===== config.mk =====
export PLATFORM = sky130hd
export DESIGN_NAME = array_table_engine_flat
export DESIGN_NICKNAME = d
export VERILOG_FILES = /design/src/rtl/ate_pkg.sv /design/src/rtl/ate_if.sv /design/src/rtl/ate_ram.sv /design/src/rtl/ate_cmp.sv /design/src/rtl/array_table_engine.sv /design/src/flat_wrapper.sv
export SDC_FILE = /design/constraint.sdc
export NUM_CORES = 1
export LEC_CHECK = 0
export ABC_AREA = 1
export ABC_CLOCK_PERIOD_IN_PS = 12900
export BUFFER_PORTS_ARGS = -buffer_cell sky130_fd_sc_hd__clkbuf_2
export CORE_MARGIN = 4
export CORE_UTILIZATION = 64
export CTS_BUF_LIST = sky130_fd_sc_hd__clkbuf_4
export DETAILED_ROUTE_END_ITERATION = 7
export PLACE_DENSITY = 0.87
export SLEW_MARGIN = 0
export SYNTH_ARGS = -nofsm -noshare
export SYNTH_HDL_FRONTEND = slang
export SYNTH_SLANG_ARGS = --single-unit

===== constraint.sdc =====
create_clock -name i_clk -period 12.9 [get_ports i_clk]
set_input_delay 1.935 -clock i_clk [delete_from_list [all_inputs] [get_ports i_clk]]
set_output_delay 1.935 -clock i_clk [all_outputs]
set_load 0.05 [all_outputs]

===== src/rtl/ate_pkg.sv =====
// ----------------------------------------------------------------------------
// ate_pkg: shared types and constants of the array table engine
// Field widths, command and status codes, sequencer states and the result
// record of the shared compare unit.
// ----------------------------------------------------------------------------
package ate_pkg;

    // default table depth
    localparam int DEPTH_DEF = 16;

    // request and result field widths
    localparam int W_KIND = 3;
    localparam int W_VAL  = 32;
    localparam int W_POS  = 5;
    localparam int W_CNT  = 5;
    localparam int W_STAT = 2;

    // command codes
    typedef enum logic [W_KIND-1:0] {
        K_CLEAR  = 3'd0,
        K_APPEND = 3'd1,
        K_READ   = 3'd2,
        K_SEARCH = 3'd3,
        K_SORT   = 3'd4,
        K_INSERT = 3'd5,
        K_DELETE = 3'd6
    } t_kind;

    // result status codes
    typedef enum logic [W_STAT-1:0] {
        STAT_OK   = 2'd0,
        STAT_FULL = 2'd1,
        STAT_BAD  = 2'd2
    } t_status;

    // sequencer states
    typedef enum logic [3:0] {
        S_IDLE,
        S_DECODE,
        S_EMIT,
        S_RD_DATA,
        S_SR_DATA,
        S_SO_LDA,
        S_SO_CMP,
        S_SO_WRI,
        S_IN_RD,
        S_IN_WR,
        S_DL_GONE,
        S_DL_RD,
        S_DL_WR
    } t_state;

    // compare unit result
    typedef struct packed {
        logic gt;
        logic eq;
    } t_cmp;

endpackage


===== src/rtl/ate_if.sv =====
// ----------------------------------------------------------------------------
// ate_if: request and result channels of the array table engine
// Valid/ready channels; an item moves on a clock edge with valid and ready high.
// ----------------------------------------------------------------------------

// command request channel
interface ate_in_if;
    logic                                valid;
    logic                                ready;
    logic        [ate_pkg::W_KIND-1:0]   kind;
    logic signed [ate_pkg::W_VAL-1:0]    value;
    logic        [ate_pkg::W_POS-1:0]    position;

    modport source (output valid, output kind, output value, output position, input ready);
    modport sink   (input valid, input kind, input value, input position, output ready);
endinterface

// result channel
interface ate_out_if;
    logic                                valid;
    logic                                ready;
    logic signed [ate_pkg::W_VAL-1:0]    element;
    logic                                found;
    logic        [ate_pkg::W_CNT-1:0]    count;
    logic        [ate_pkg::W_STAT-1:0]   status;
    logic                                last;

    modport source (output valid, output element, output found, output count,
                    output status, output last, input ready);
    modport sink   (input valid, input element, input found, input count,
                    input status, input last, output ready);
endinterface


===== src/rtl/ate_ram.sv =====
// ----------------------------------------------------------------------------
// ate_ram: generic single-write, single-read memory
// One write port and one read port; read data is registered.
// ----------------------------------------------------------------------------
module ate_ram #(
    parameter int WIDTH = 32,
    parameter int DEPTH = 16
) (
    input  logic                     i_clk,
    input  logic                     i_we,
    input  logic [$clog2(DEPTH)-1:0] i_waddr,
    input  logic [WIDTH-1:0]         i_wdata,
    input  logic [$clog2(DEPTH)-1:0] i_raddr,
    output logic [WIDTH-1:0]         o_rdata
);

    logic [WIDTH-1:0] r_mem [DEPTH];
    logic [WIDTH-1:0] r_rdata;

    // write port and registered read port
    always_ff @(posedge i_clk) begin
        if (i_we) begin
            r_mem[i_waddr] <= i_wdata;
        end
        r_rdata <= r_mem[i_raddr];
    end

    assign o_rdata = r_rdata;

endmodule


===== src/rtl/ate_cmp.sv =====
// ----------------------------------------------------------------------------
// ate_cmp: shared signed compare unit
// Serves the search (equality) and the exchange sort (signed greater than).
// ----------------------------------------------------------------------------
module ate_cmp (
    input  logic signed [ate_pkg::W_VAL-1:0] i_a,
    input  logic signed [ate_pkg::W_VAL-1:0] i_b,
    output ate_pkg::t_cmp                    o_res
);

    // one magnitude compare and one equality compare
    always_comb begin
        o_res.gt = (i_a > i_b);
        o_res.eq = (i_a == i_b);
    end

endmodule


===== src/rtl/array_table_engine.sv =====
// ----------------------------------------------------------------------------
// array_table_engine: bounded table of signed words under a command sequencer
// Holds up to DEPTH words and a fill count; runs clear, append, read all,
// search, exchange sort, insert and delete, one command at a time.
// ----------------------------------------------------------------------------
// Usage
//   i_cmd carries one command request (kind, value, position); o_res carries
//   results (element, found, count, status, last). i_cmd.ready is high only
//   while the sequencer is idle; a command is taken, worked through the table
//   memory one entry per step, and its results are placed in an output
//   register, so the next request is taken while the last result still waits.
//   Search scans one entry per step, read all gives one result per entry held,
//   insert and delete move each shifted entry with a read and a write step, and
//   sort compares each pair of held entries once. A new request is taken the
//   cycle after the last result is registered. All steps are set by the single
//   table memory port pair and the one shared compare unit. Kind seven is
//   dropped with no result.
//   Reset empties the table (fill count zero) and drops any held result; no
//   memory clearing pass is run. When the receiver stalls the sequencer
//   holds in place, read all resumes where it stopped, nothing is lost.
// ----------------------------------------------------------------------------
module array_table_engine #(
    parameter int DEPTH = ate_pkg::DEPTH_DEF
) (
    input  logic      i_clk,
    input  logic      i_rst_n,
    ate_in_if.sink    i_cmd,
    ate_out_if.source o_res
);

    localparam int AW   = $clog2(DEPTH);
    localparam int CW   = $clog2(DEPTH + 1);
    localparam int XW   = CW + 6;
    localparam int VW   = ate_pkg::W_VAL;
    localparam int CNTW = ate_pkg::W_CNT;

    ate_pkg::t_state r_state, n_state;
    logic [CW-1:0]   r_fill, n_fill;
    logic [CW-1:0]   r_i, n_i;
    logic [CW-1:0]   r_j, n_j;
    logic [VW-1:0]   r_a, n_a;

    // latched request
    logic [ate_pkg::W_KIND-1:0] r_kind;
    logic [VW-1:0]              r_val;
    logic [ate_pkg::W_POS-1:0]  r_pos;

    // pending single result
    logic [VW-1:0]     r_res_elem, n_res_elem;
    logic              r_res_found, n_res_found;
    ate_pkg::t_status  r_res_status, n_res_status;

    // output register
    logic              r_out_valid;
    logic [VW-1:0]     r_out_elem;
    logic              r_out_found;
    logic [CNTW-1:0]   r_out_count;
    ate_pkg::t_status  r_out_status;
    logic              r_out_last;

    logic              w_load;
    logic [VW-1:0]     w_ld_elem;
    logic              w_ld_found;
    ate_pkg::t_status  w_ld_status;
    logic              w_ld_last;
    logic              w_out_free;
    logic              w_accept;

    // memory ports
    logic              w_we;
    logic [AW-1:0]     w_waddr;
    logic [VW-1:0]     w_wdata;
    logic [AW-1:0]     w_raddr;
    logic [VW-1:0]     w_rdata;

    // shared compare
    logic [VW-1:0]     w_cmp_a;
    ate_pkg::t_cmp     w_cmp;

    // position checks
    logic [XW-1:0]     w_pos_x;
    logic [XW-1:0]     w_fill_x;
    logic [CW-1:0]     w_pos_m1;
    logic              w_full;

    assign w_accept   = i_cmd.valid && i_cmd.ready;
    assign w_out_free = !r_out_valid || o_res.ready;
    assign w_pos_x    = XW'(r_pos);
    assign w_fill_x   = XW'(r_fill);
    assign w_pos_m1   = CW'(w_pos_x - XW'(1));
    assign w_full     = (r_fill == CW'(DEPTH));

    ate_ram #(
        .WIDTH (VW),
        .DEPTH (DEPTH)
    ) u_ram (
        .i_clk   (i_clk),
        .i_we    (w_we),
        .i_waddr (w_waddr),
        .i_wdata (w_wdata),
        .i_raddr (w_raddr),
        .o_rdata (w_rdata)
    );

    assign w_cmp_a = (r_state == ate_pkg::S_SR_DATA) ? r_val : r_a;

    ate_cmp u_cmp (
        .i_a   (w_cmp_a),
        .i_b   (w_rdata),
        .o_res (w_cmp)
    );

    // state, fill count and output valid
    always_ff @(posedge i_clk) begin
        if (!i_rst_n) begin
            r_state     <= ate_pkg::S_IDLE;
            r_fill      <= '0;
            r_out_valid <= 1'b0;
        end else begin
            r_state <= n_state;
            r_fill  <= n_fill;
            if (w_load) begin
                r_out_valid <= 1'b1;
            end else if (o_res.ready) begin
                r_out_valid <= 1'b0;
            end
        end
    end

    // working and payload registers
    always_ff @(posedge i_clk) begin
        r_i          <= n_i;
        r_j          <= n_j;
        r_a          <= n_a;
        r_res_elem   <= n_res_elem;
        r_res_found  <= n_res_found;
        r_res_status <= n_res_status;
        if (w_accept) begin
            r_kind <= i_cmd.kind;
            r_val  <= i_cmd.value;
            r_pos  <= i_cmd.position;
        end
        if (w_load) begin
            r_out_elem   <= w_ld_elem;
            r_out_found  <= w_ld_found;
            r_out_count  <= CNTW'(r_fill);
            r_out_status <= w_ld_status;
            r_out_last   <= w_ld_last;
        end
    end

    // sequencer: next state, memory control and result loading
    always_comb begin
        n_state      = r_state;
        n_fill       = r_fill;
        n_i          = r_i;
        n_j          = r_j;
        n_a          = r_a;
        n_res_elem   = r_res_elem;
        n_res_found  = r_res_found;
        n_res_status = r_res_status;
        w_we         = 1'b0;
        w_waddr      = r_i[AW-1:0];
        w_wdata      = r_a;
        w_raddr      = r_i[AW-1:0];
        w_load       = 1'b0;
        w_ld_elem    = r_res_elem;
        w_ld_found   = r_res_found;
        w_ld_status  = r_res_status;
        w_ld_last    = 1'b1;

        unique case (r_state)
            ate_pkg::S_IDLE: begin
                if (w_accept) begin
                    n_state = ate_pkg::S_DECODE;
                end
            end

            ate_pkg::S_DECODE: begin
                n_res_elem   = '0;
                n_res_found  = 1'b0;
                n_res_status = ate_pkg::STAT_OK;
                n_state      = ate_pkg::S_EMIT;
                n_i          = '0;
                w_raddr      = '0;
                unique case (r_kind)
                    ate_pkg::K_CLEAR: begin
                        n_fill = '0;
                    end
                    ate_pkg::K_APPEND: begin
                        if (w_full) begin
                            n_res_status = ate_pkg::STAT_FULL;
                        end else begin
                            w_we    = 1'b1;
                            w_waddr = r_fill[AW-1:0];
                            w_wdata = r_val;
                            n_fill  = r_fill + CW'(1);
                        end
                    end
                    ate_pkg::K_READ: begin
                        if (r_fill == '0) begin
                            n_res_status = ate_pkg::STAT_BAD;
                        end else begin
                            n_state = ate_pkg::S_RD_DATA;
                        end
                    end
                    ate_pkg::K_SEARCH: begin
                        if (r_fill != '0) begin
                            n_state = ate_pkg::S_SR_DATA;
                        end
                    end
                    ate_pkg::K_SORT: begin
                        if (r_fill > CW'(1)) begin
                            n_j     = CW'(1);
                            n_state = ate_pkg::S_SO_LDA;
                        end
                    end
                    ate_pkg::K_INSERT: begin
                        if (w_full) begin
                            n_res_status = ate_pkg::STAT_FULL;
                        end else if (w_pos_x == '0 || w_pos_x > w_fill_x + XW'(1)) begin
                            n_res_status = ate_pkg::STAT_BAD;
                        end else begin
                            n_i     = r_fill;
                            n_state = ate_pkg::S_IN_RD;
                        end
                    end
                    ate_pkg::K_DELETE: begin
                        if (r_fill == '0 || w_pos_x == '0 || w_pos_x > w_fill_x) begin
                            n_res_status = ate_pkg::STAT_BAD;
                        end else begin
                            n_i     = w_pos_m1;
                            w_raddr = w_pos_m1[AW-1:0];
                            n_state = ate_pkg::S_DL_GONE;
                        end
                    end
                    default: begin
                        // unused code: no result
                        n_state = ate_pkg::S_IDLE;
                    end
                endcase
            end

            ate_pkg::S_EMIT: begin
                if (w_out_free) begin
                    w_load  = 1'b1;
                    n_state = ate_pkg::S_IDLE;
                end
            end

            // read all: one entry per result, address held while stalled
            ate_pkg::S_RD_DATA: begin
                if (w_out_free) begin
                    w_load      = 1'b1;
                    w_ld_elem   = w_rdata;
                    w_ld_found  = 1'b0;
                    w_ld_status = ate_pkg::STAT_OK;
                    w_ld_last   = ((r_i + CW'(1)) == r_fill);
                    w_raddr     = AW'(r_i + CW'(1));
                    n_i         = r_i + CW'(1);
                    if (w_ld_last) begin
                        n_state = ate_pkg::S_IDLE;
                    end
                end
            end

            // linear search, one entry per cycle
            ate_pkg::S_SR_DATA: begin
                if (w_cmp.eq) begin
                    n_res_found = 1'b1;
                    n_state     = ate_pkg::S_EMIT;
                end else if ((r_i + CW'(1)) == r_fill) begin
                    n_state = ate_pkg::S_EMIT;
                end else begin
                    w_raddr = AW'(r_i + CW'(1));
                    n_i     = r_i + CW'(1);
                end
            end

            // sort: hold the entry at i, fetch the first partner
            ate_pkg::S_SO_LDA: begin
                n_a     = w_rdata;
                w_raddr = r_j[AW-1:0];
                n_state = ate_pkg::S_SO_CMP;
            end

            // sort: compare held entry with entry j, exchange when greater
            ate_pkg::S_SO_CMP: begin
                if (w_cmp.gt) begin
                    w_we    = 1'b1;
                    w_waddr = r_j[AW-1:0];
                    w_wdata = r_a;
                    n_a     = w_rdata;
                end
                if ((r_j + CW'(1)) == r_fill) begin
                    n_state = ate_pkg::S_SO_WRI;
                end else begin
                    w_raddr = AW'(r_j + CW'(1));
                    n_j     = r_j + CW'(1);
                end
            end

            // sort: write back the smallest to i, then start the next pass or finish
            ate_pkg::S_SO_WRI: begin
                w_we    = 1'b1;
                w_waddr = r_i[AW-1:0];
                w_wdata = r_a;
                if ((r_i + CW'(2)) == r_fill) begin
                    n_state = ate_pkg::S_EMIT;
                end else begin
                    w_raddr = AW'(r_i + CW'(1));
                    n_i     = r_i + CW'(1);
                    n_j     = r_i + CW'(2);
                    n_state = ate_pkg::S_SO_LDA;
                end
            end

            // insert: shift entries up from the top, then place the word
            ate_pkg::S_IN_RD: begin
                if (r_i > w_pos_m1) begin
                    w_raddr = AW'(r_i - CW'(1));
                    n_state = ate_pkg::S_IN_WR;
                end else begin
                    w_we    = 1'b1;
                    w_waddr = w_pos_m1[AW-1:0];
                    w_wdata = r_val;
                    n_fill  = r_fill + CW'(1);
                    n_state = ate_pkg::S_EMIT;
                end
            end

            ate_pkg::S_IN_WR: begin
                w_we    = 1'b1;
                w_waddr = r_i[AW-1:0];
                w_wdata = w_rdata;
                n_i     = r_i - CW'(1);
                n_state = ate_pkg::S_IN_RD;
            end

            // delete: keep the removed word, then shift entries down
            ate_pkg::S_DL_GONE: begin
                n_res_elem = w_rdata;
                n_state    = ate_pkg::S_DL_RD;
            end

            ate_pkg::S_DL_RD: begin
                if ((r_i + CW'(1)) < r_fill) begin
                    w_raddr = AW'(r_i + CW'(1));
                    n_state = ate_pkg::S_DL_WR;
                end else begin
                    n_fill  = r_fill - CW'(1);
                    n_state = ate_pkg::S_EMIT;
                end
            end

            ate_pkg::S_DL_WR: begin
                w_we    = 1'b1;
                w_waddr = r_i[AW-1:0];
                w_wdata = w_rdata;
                n_i     = r_i + CW'(1);
                n_state = ate_pkg::S_DL_RD;
            end

            default: begin
                n_state = ate_pkg::S_IDLE;
            end
        endcase
    end

    // channel outputs
    assign i_cmd.ready   = (r_state == ate_pkg::S_IDLE);
    assign o_res.valid   = r_out_valid;
    assign o_res.element = r_out_elem;
    assign o_res.found   = r_out_found;
    assign o_res.count   = r_out_count;
    assign o_res.status  = r_out_status;
    assign o_res.last    = r_out_last;

    // fill count never passes the table depth
    a_fill_bound: assert property (@(posedge i_clk) disable iff (!i_rst_n)
        r_fill <= CW'(DEPTH))
        else $error("fill count beyond table depth");

    // one request at a time
    a_one_busy: assert property (@(posedge i_clk) disable iff (!i_rst_n)
        w_accept |=> !i_cmd.ready)
        else $error("request taken while busy");

    // sort partner index stays above i and inside the table
    a_sort_idx: assert property (@(posedge i_clk) disable iff (!i_rst_n)
        (r_state == ate_pkg::S_SO_CMP) |-> ((r_j > r_i) && (r_j < r_fill)))
        else $error("sort index out of range");

    // a found flag only on a good, final result
    a_found_ok: assert property (@(posedge i_clk) disable iff (!i_rst_n)
        (r_out_valid && r_out_found) |->
        ((r_out_status == ate_pkg::STAT_OK) && r_out_last))
        else $error("found flag on a bad result");

    // refused commands carry a zero element
    a_bad_zero: assert property (@(posedge i_clk) disable iff (!i_rst_n)
        (r_out_valid && (r_out_status != ate_pkg::STAT_OK)) |-> (r_out_elem == '0))
        else $error("element not zero on refused command");

endmodule

===== src/flat_wrapper.sv =====
// flat-port wrapper written by rule: the top's interface ports become plain ports
module array_table_engine_flat 
#(
    parameter int DEPTH = ate_pkg::DEPTH_DEF
)
  (i_clk, i_rst_n, i_cmd_valid, i_cmd_kind, i_cmd_value, i_cmd_position, i_cmd_ready, o_res_valid, o_res_element, o_res_found, o_res_count, o_res_status, o_res_last, o_res_ready);
  ate_in_if i_cmd_i ();
  ate_out_if o_res_i ();
  input  logic i_clk;
  input  logic i_rst_n;
  input wire logic [$bits(i_cmd_i.valid)-1:0] i_cmd_valid;
  input wire logic [$bits(i_cmd_i.kind)-1:0] i_cmd_kind;
  input wire logic [$bits(i_cmd_i.value)-1:0] i_cmd_value;
  input wire logic [$bits(i_cmd_i.position)-1:0] i_cmd_position;
  output wire logic [$bits(i_cmd_i.ready)-1:0] i_cmd_ready;
  output wire logic [$bits(o_res_i.valid)-1:0] o_res_valid;
  output wire logic [$bits(o_res_i.element)-1:0] o_res_element;
  output wire logic [$bits(o_res_i.found)-1:0] o_res_found;
  output wire logic [$bits(o_res_i.count)-1:0] o_res_count;
  output wire logic [$bits(o_res_i.status)-1:0] o_res_status;
  output wire logic [$bits(o_res_i.last)-1:0] o_res_last;
  input wire logic [$bits(o_res_i.ready)-1:0] o_res_ready;
  assign i_cmd_i.valid = i_cmd_valid;
  assign i_cmd_i.kind = i_cmd_kind;
  assign i_cmd_i.value = i_cmd_value;
  assign i_cmd_i.position = i_cmd_position;
  assign i_cmd_ready = i_cmd_i.ready;
  assign o_res_valid = o_res_i.valid;
  assign o_res_element = o_res_i.element;
  assign o_res_found = o_res_i.found;
  assign o_res_count = o_res_i.count;
  assign o_res_status = o_res_i.status;
  assign o_res_last = o_res_i.last;
  assign o_res_i.ready = o_res_ready;
  array_table_engine #(.DEPTH(DEPTH)) u_core (.i_clk(i_clk), .i_rst_n(i_rst_n), .i_cmd(i_cmd_i), .o_res(o_res_i));
endmodule

Word level (Yosys, flattened, before mapping)
Memories as Yosys holds them, arrays and structs flattened. A register that Yosys moved wholly into a read port is not among the register bits.
Cells that the tools add are included.
- bits in registers: 168
- RAM bits: 512
- bits of input ports: 44
- output and inout port bits: 43
- logic and storage cells: 188
- memories kept: 1
- memory list (memory ; depth ; width ; rd ports ; clocked after memory_dff ; wr ports ; line ; source):
    u_core.u_ram.r_mem ; 16 ; 32 ; 1 ; 1 ; 1 ; ate_ram.sv:17 ; logic [WIDTH-1:0] r_mem [DEPTH];
- add/sub/neg operators: 8
- $lt $le $gt $ge: 6
- equal/unequal tests: 41
- multiplexer cells: 85
- reduce and logical (&&, ||, !) cells: 30
- operators with widths (cell ; count):
    $mux 32 ; 7
    $pmux 32 s2 ; 2
    $mux 4 ; 25
    $pmux 32 s3 ; 1
    $mux 5 ; 14
    $pmux 4 s12 ; 1
    $eq 32x32->1 ; 1
    $gt 32x32->1 ; 1
    $pmux 4 s8 ; 1
    $pmux 5 s3 ; 2
    $pmux 5 s6 ; 1
    $pmux 4 s6 ; 1
    $eq 4x4->1 const B ; 5
    $ne 2x2->1 const B ; 10
    $pmux 5 s2 ; 2
    $eq 4x3->1 const B ; 4
    $add 5x1->5 const B ; 3
    $eq 5x5->1 ; 3
    $mux 1 ; 15
    $reduce_and 5->1 ; 3
    $sub 5x1->5 const B ; 3
    $mux 2 ; 6
    $pmux 4 s3 ; 1
    $gt 5x11->1 ; 1
    other kinds (32) ; 57

Logic depth before layout (Yosys ltp)
- word-level depth: 7
- mapped depth: 28

Hierarchy
A second synthesis with hierarchy kept.
- cells, all modules: 3251
- area total of the unflattened synthesis: 32627.5 µm²
- by module, submodules not included (module ; instances ; cells each ; area an instance (µm²) ; seq. area each (µm²)):
    ate_ram ; 1 ; 2120 ; 22730.6 ; 16015.4
    array_table_engine ; 1 ; 990 ; 9022.4 ; 4944.7
    ate_cmp ; 1 ; 141 ; 874.6 ; 0.0

Worst setup path after synthesis
OpenSTA, ideal clock, no wires.
- path type: in2reg
- start point: input port i_cmd_valid
- end point: register u_core.r_kind[0] (netlist name), enable pin
- arrival: 4742 ps
- required time: 12413 ps
- path slack: 7671 ps
- cell stages on the path: 2
- cells stage by stage: inv_1 nor3_1
- word-level cells in the longest chain between the ends: 1
- ends and longest elaborated chain (item ; line ; source):
    start: declaration ; flat_wrapper.sv:11 ; input wire logic [$bits(i_cmd_i.valid)-1:0] i_cmd_valid;
    $logic_and 1x1->1 ; array_table_engine.sv:86 ; assign w_accept = i_cmd.valid && i_cmd.ready;
    named net u_core.w_accept ; array_table_engine.sv:67 ; logic w_accept;
    end signal: assignment ; array_table_engine.sv:139 ; r_kind <= i_cmd.kind;
    end: declaration ; array_table_engine.sv:44 ; logic [ate_pkg::W_KIND-1:0] r_kind;
The timed path passes the listed nets, and every way through them passes these cells.
A chain may end at the register's enable or synchronous reset.

Final worst setup path
- start point: register u_core.r_state[2]
- end point: register u_core.u_ram.r_rdata[11] (netlist: u_core.u_ram.o_rdata[11]), read port of u_core.u_ram.r_mem
- word-level cells in the longest chain between the ends: 5
- elaborated cells on any way between the ends: 12
- ends and longest elaborated chain (item ; line ; source):
    start: declaration ; array_table_engine.sv:37 ; ate_pkg::t_state r_state, n_state;
    start signal: assignment ; array_table_engine.sv:116 ; r_state <= ate_pkg::S_IDLE;
    start signal: assignment ; array_table_engine.sv:120 ; r_state <= n_state;
    $eq 4x3->1 ; array_table_engine.sv:105, array_table_engine.sv:172 ;
    $mux 32 ; array_table_engine.sv:105 ; assign w_cmp_a = (r_state == ate_pkg::S_SR_DATA) ? r_val : r_a;
    $eq 32x32->1 ; ate_cmp.sv:14 ; o_res.eq = (i_a == i_b);
    $mux 4 ; array_table_engine.sv:269 ; if (w_cmp.eq) begin
    $pmux 4 s8 * ; array_table_engine.sv:172 ; unique case (r_state)
    end: declaration ; ate_ram.sv:18 ; logic [WIDTH-1:0] r_rdata;
Every way passes the cells marked *; elsewhere a longest branch is shown, timed or not.

==> results.cfg <==
[layout]
final_cell_mix = 670 x edfxtp_1, 658 x nand3_1, 634 x nand2_1
drive_gt1_share_pct = 13.81
final_nets = 3478
fill_cells = 3247
layout_commonest_cell = edfxtp_1
fin_area_sq_um = 36410
final_cell_count_no_fill = 4190
syn2layout_area_growth_pct = 10.56

[logic_synthesis]
syn_nets = 3330
syn_avg_cell_area_sq_um = 10.23
ys.warnings.count = 0
synth_seq_cells = 712
synth_cell_types = 41
synth_edf_count = 670
synth_cells = 3219
ys.flop_type = edfxtp_1
syn_area_sq_um = 32930
synth-seq-area-share_pct = 63.65
synthArstFlopShare_pct = 0

[run_status]
status = finished, violations left
failed_checks = design-rule violations, max-capacitance violations

[sta]
grt_setup_unrepaired = false
setup_viol = 0
maxSlewViolCount = 0
hold_viol_final = 0
period_share_pct = 53.88
tightest_slew_ns = 1.498
post-route-worst-setup-slack_ns = 5.950
setup_tns_ns = 0
period_minus_slack_ns = 6.950
fmax_ghz = 0.1439
fin_skew_ns = 0.06269
maxSlewHeadroom_pct = 0.1222

[setup_path]
worstSetupEndpointType = register
rr_worst_depth = 24
worstPathArrival_ns = 7.81
cp.required_ns = 13.76
rrSetupSlack_ns = 5.95
cp_max_fo = 157
setup.worst_path.end = u_core.u_ram.o_rdata[11]
reg2reg_to = u_core.u_ram.o_rdata[11]
start_kind = register
crit_type = reg2reg
rr_startpoint = u_core.r_state[2]
crit_path_start = u_core.r_state[2]

[global_routing]
grt_pass1_vias = 25010
track_usage_pct = 31.74
grt_pass1_wl_mm = 136.5
antenna_found_initial = 3
grt-ovfl-total = 0
grt_max_degree = 258

[floorplan]
ios = 87
dieArea_sq_um = 55150
die_h_um = 234.8
rows = 82
chipWidth_um = 234.8
core_region_area_sq_um = 50480
initial_core_util_pct = 65.24

[power_and_ir_drop]
leakage_nw = 15.26
power.density_nw_per_um2 = 227.2
power_mw = 8.271
irDropWorstVdd_mv = 0.2144

[cts]
cts_tree = done
clk_pin_slew_worst_paths_ns = 0.06
insertion_delay_ns = 1.02
ctsHoldBuffers = 0
numCtsBuffers = 177
cts_setup_buffers = 0
cts.sinks = 712
root_buffer = clkbuf_4
clockBufferDepth = 3
cts_max_level = 4
cts_resized = 0

[placement]
placed_cell_area_sq_um = 34000
io_buffers = 86
hpwlAfterDp_mm = 50.14
dp.cells = 3860
pre_cts_ws_ns = 6.117
gp_routability_congestion = 0.9372

[drt]
avgRoutedWirePerCell_um = 21.48
drt-met1-wl_mm = 31.56
detail_route.vias_per_cell = 6.116
drt_pre_antenna_iters = 8
vias = 25630
top_layer_used = met4
wirelength_mm = 90.00
met2_length_mm = 41.86
drc = 2
wl_met3_mm = 13.22
ant_nets = 0
drtIter0Drc = 4435

[flow_run]
cap_violations = 2

[worst_hold_path]
hp-class = reg2reg
==> layer usage <==
layer	up-vias	track usage [%]
li1	11360	-
met1	11880	42.02
met2	2042	49.79
met3	341	8.595
met4	0	14.30
met5	-	0
==> power breakdown <==
group          total, mW  internal, mW  switching [mW]
Combinational       3.13         0.837            2.29
Sequential          3.15          2.96           0.189
Clock               2.00          1.06           0.935
==> through the flow <==
stage | util, % | hold slack, ns
floorplan | - | 0.4029
global placement | 67.36 | 0.4127
detailed placement | 67.36 | 0.4163
CTS | 72.09 | 0.4312
global route | 72.12 | 0.4405
finish | 72.12 | 0.4315
==> cell type report <==
cell class / instances / area (sq um) / share of cell area, %
clock buffers: 273 / 2049 / 5.629
well taps: 672 / 840.8 / 2.309
repair buffers: 140 / 848.3 / 2.330
inverters: 498 / 1871 / 5.138
diodes: 5 / 12.51 / 0.03437
flip-flops and latches: 712 / 20960 / 57.57
multi-input cells: 1838 / 9490 / 26.07
clock inverters: 52 / 335.3 / 0.9210
==> worst min path at each step <==
stage	startpoint	end	slack, ns	depth (start not counted)
floorplan	u_core.r_fill[3]	u_core.o_res.count[3]	0.40	0
global placement	u_core.u_ram.o_rdata[25]	u_core.r_a[25]	0.41	0
detailed placement	u_core.u_ram.o_rdata[25]	u_core.r_a[25]	0.42	0
CTS	u_core.u_ram.o_rdata[17]	u_core.r_a[17]	0.43	0
global route	u_core.u_ram.o_rdata[25]	u_core.r_a[25]	0.44	0
finish	u_core.u_ram.o_rdata[15]	u_core.r_a[15]	0.43	0
==> cell families (layout without fill, tap and decap cells) <==
family | count (synthesis) | after routing | synth area share, %
AO/OA/AOI/OAI | 208 | 208 | 3.640
XOR/XNOR | 10 | 10 | 0.2660
other | 0 | 5 | 0
AND/OR/NAND/NOR | 1553 | 1553 | 21.73
flip-flops | 712 | 712 | 63.65
buffers and inverters | 669 | 963 | 8.165
adder cells (fa/ha/maj) | 67 | 67 | 2.546
==> synthesized netlist by cell type (20+ instances only) <==
| master | instances | area, sq um |
|---|---|---|
| o211ai_1 | 20 | 150.1 |
| nand3b_1 | 98 | 735.7 |
| buf_2 | 109 | 545.5 |
| nand2_1 | 635 | 2384 |
| clkbuf_1 | 41 | 153.9 |
| edfxtp_1 | 670 | 20120 |
| nor2_1 | 116 | 435.4 |
| nand3_1 | 658 | 3293 |
| ha_1 | 67 | 838.3 |
| dfxtp_1 | 42 | 840.8 |
| nand4_1 | 22 | 137.6 |
| o21ai_0 | 96 | 480.5 |
| a21oi_1 | 55 | 275.3 |
| inv_1 | 481 | 1805 |
==> registers in the layout (all words and copies together), names as in the netlist <==
register              cells
u_core.r_res_found        1
u_core.r_val             32
u_core.r_i                5
u_core.u_ram.r_mem      512
u_core.r_fill             5
u_core.r_res_elem        32
u_core.r_kind             3
u_core.r_state            4
u_core.o_res.valid        1
u_core.o_res.last         1
u_core.o_res.element     32
u_core.r_res_status       2
u_core.o_res.found        1
u_core.u_ram.o_rdata     32
u_core.r_j                5
u_core.r_pos              5
u_core.o_res.status       2
u_core.o_res.count        5
u_core.r_a               32
==> worst max-delay path, stage by stage, from the launching register on <==
cell and delay [ns]:
dfxtp_1 0.38, inv_2 0.08, nor2_2 0.21, nand2_1 0.09, buf_4 0.24, inv_1 0.08
buf_4 0.40, o21ai_0 0.20, ha_1 0.34, nand2_1 0.07, nor2_1 0.15, nand2_1 0.08
nor2_2 0.26, nand2_2 0.25, o21ai_2 0.23, nor2_2 0.06, nand2_2 0.22, nand2_8 0.57
nand2_8 1.01, buf_4 0.93, nand2_1 0.16, nand3_1 0.15, nand3_1 0.12, nand3_1 0.13
nand2_1 0.08
(Power assumes the default switching activity.)
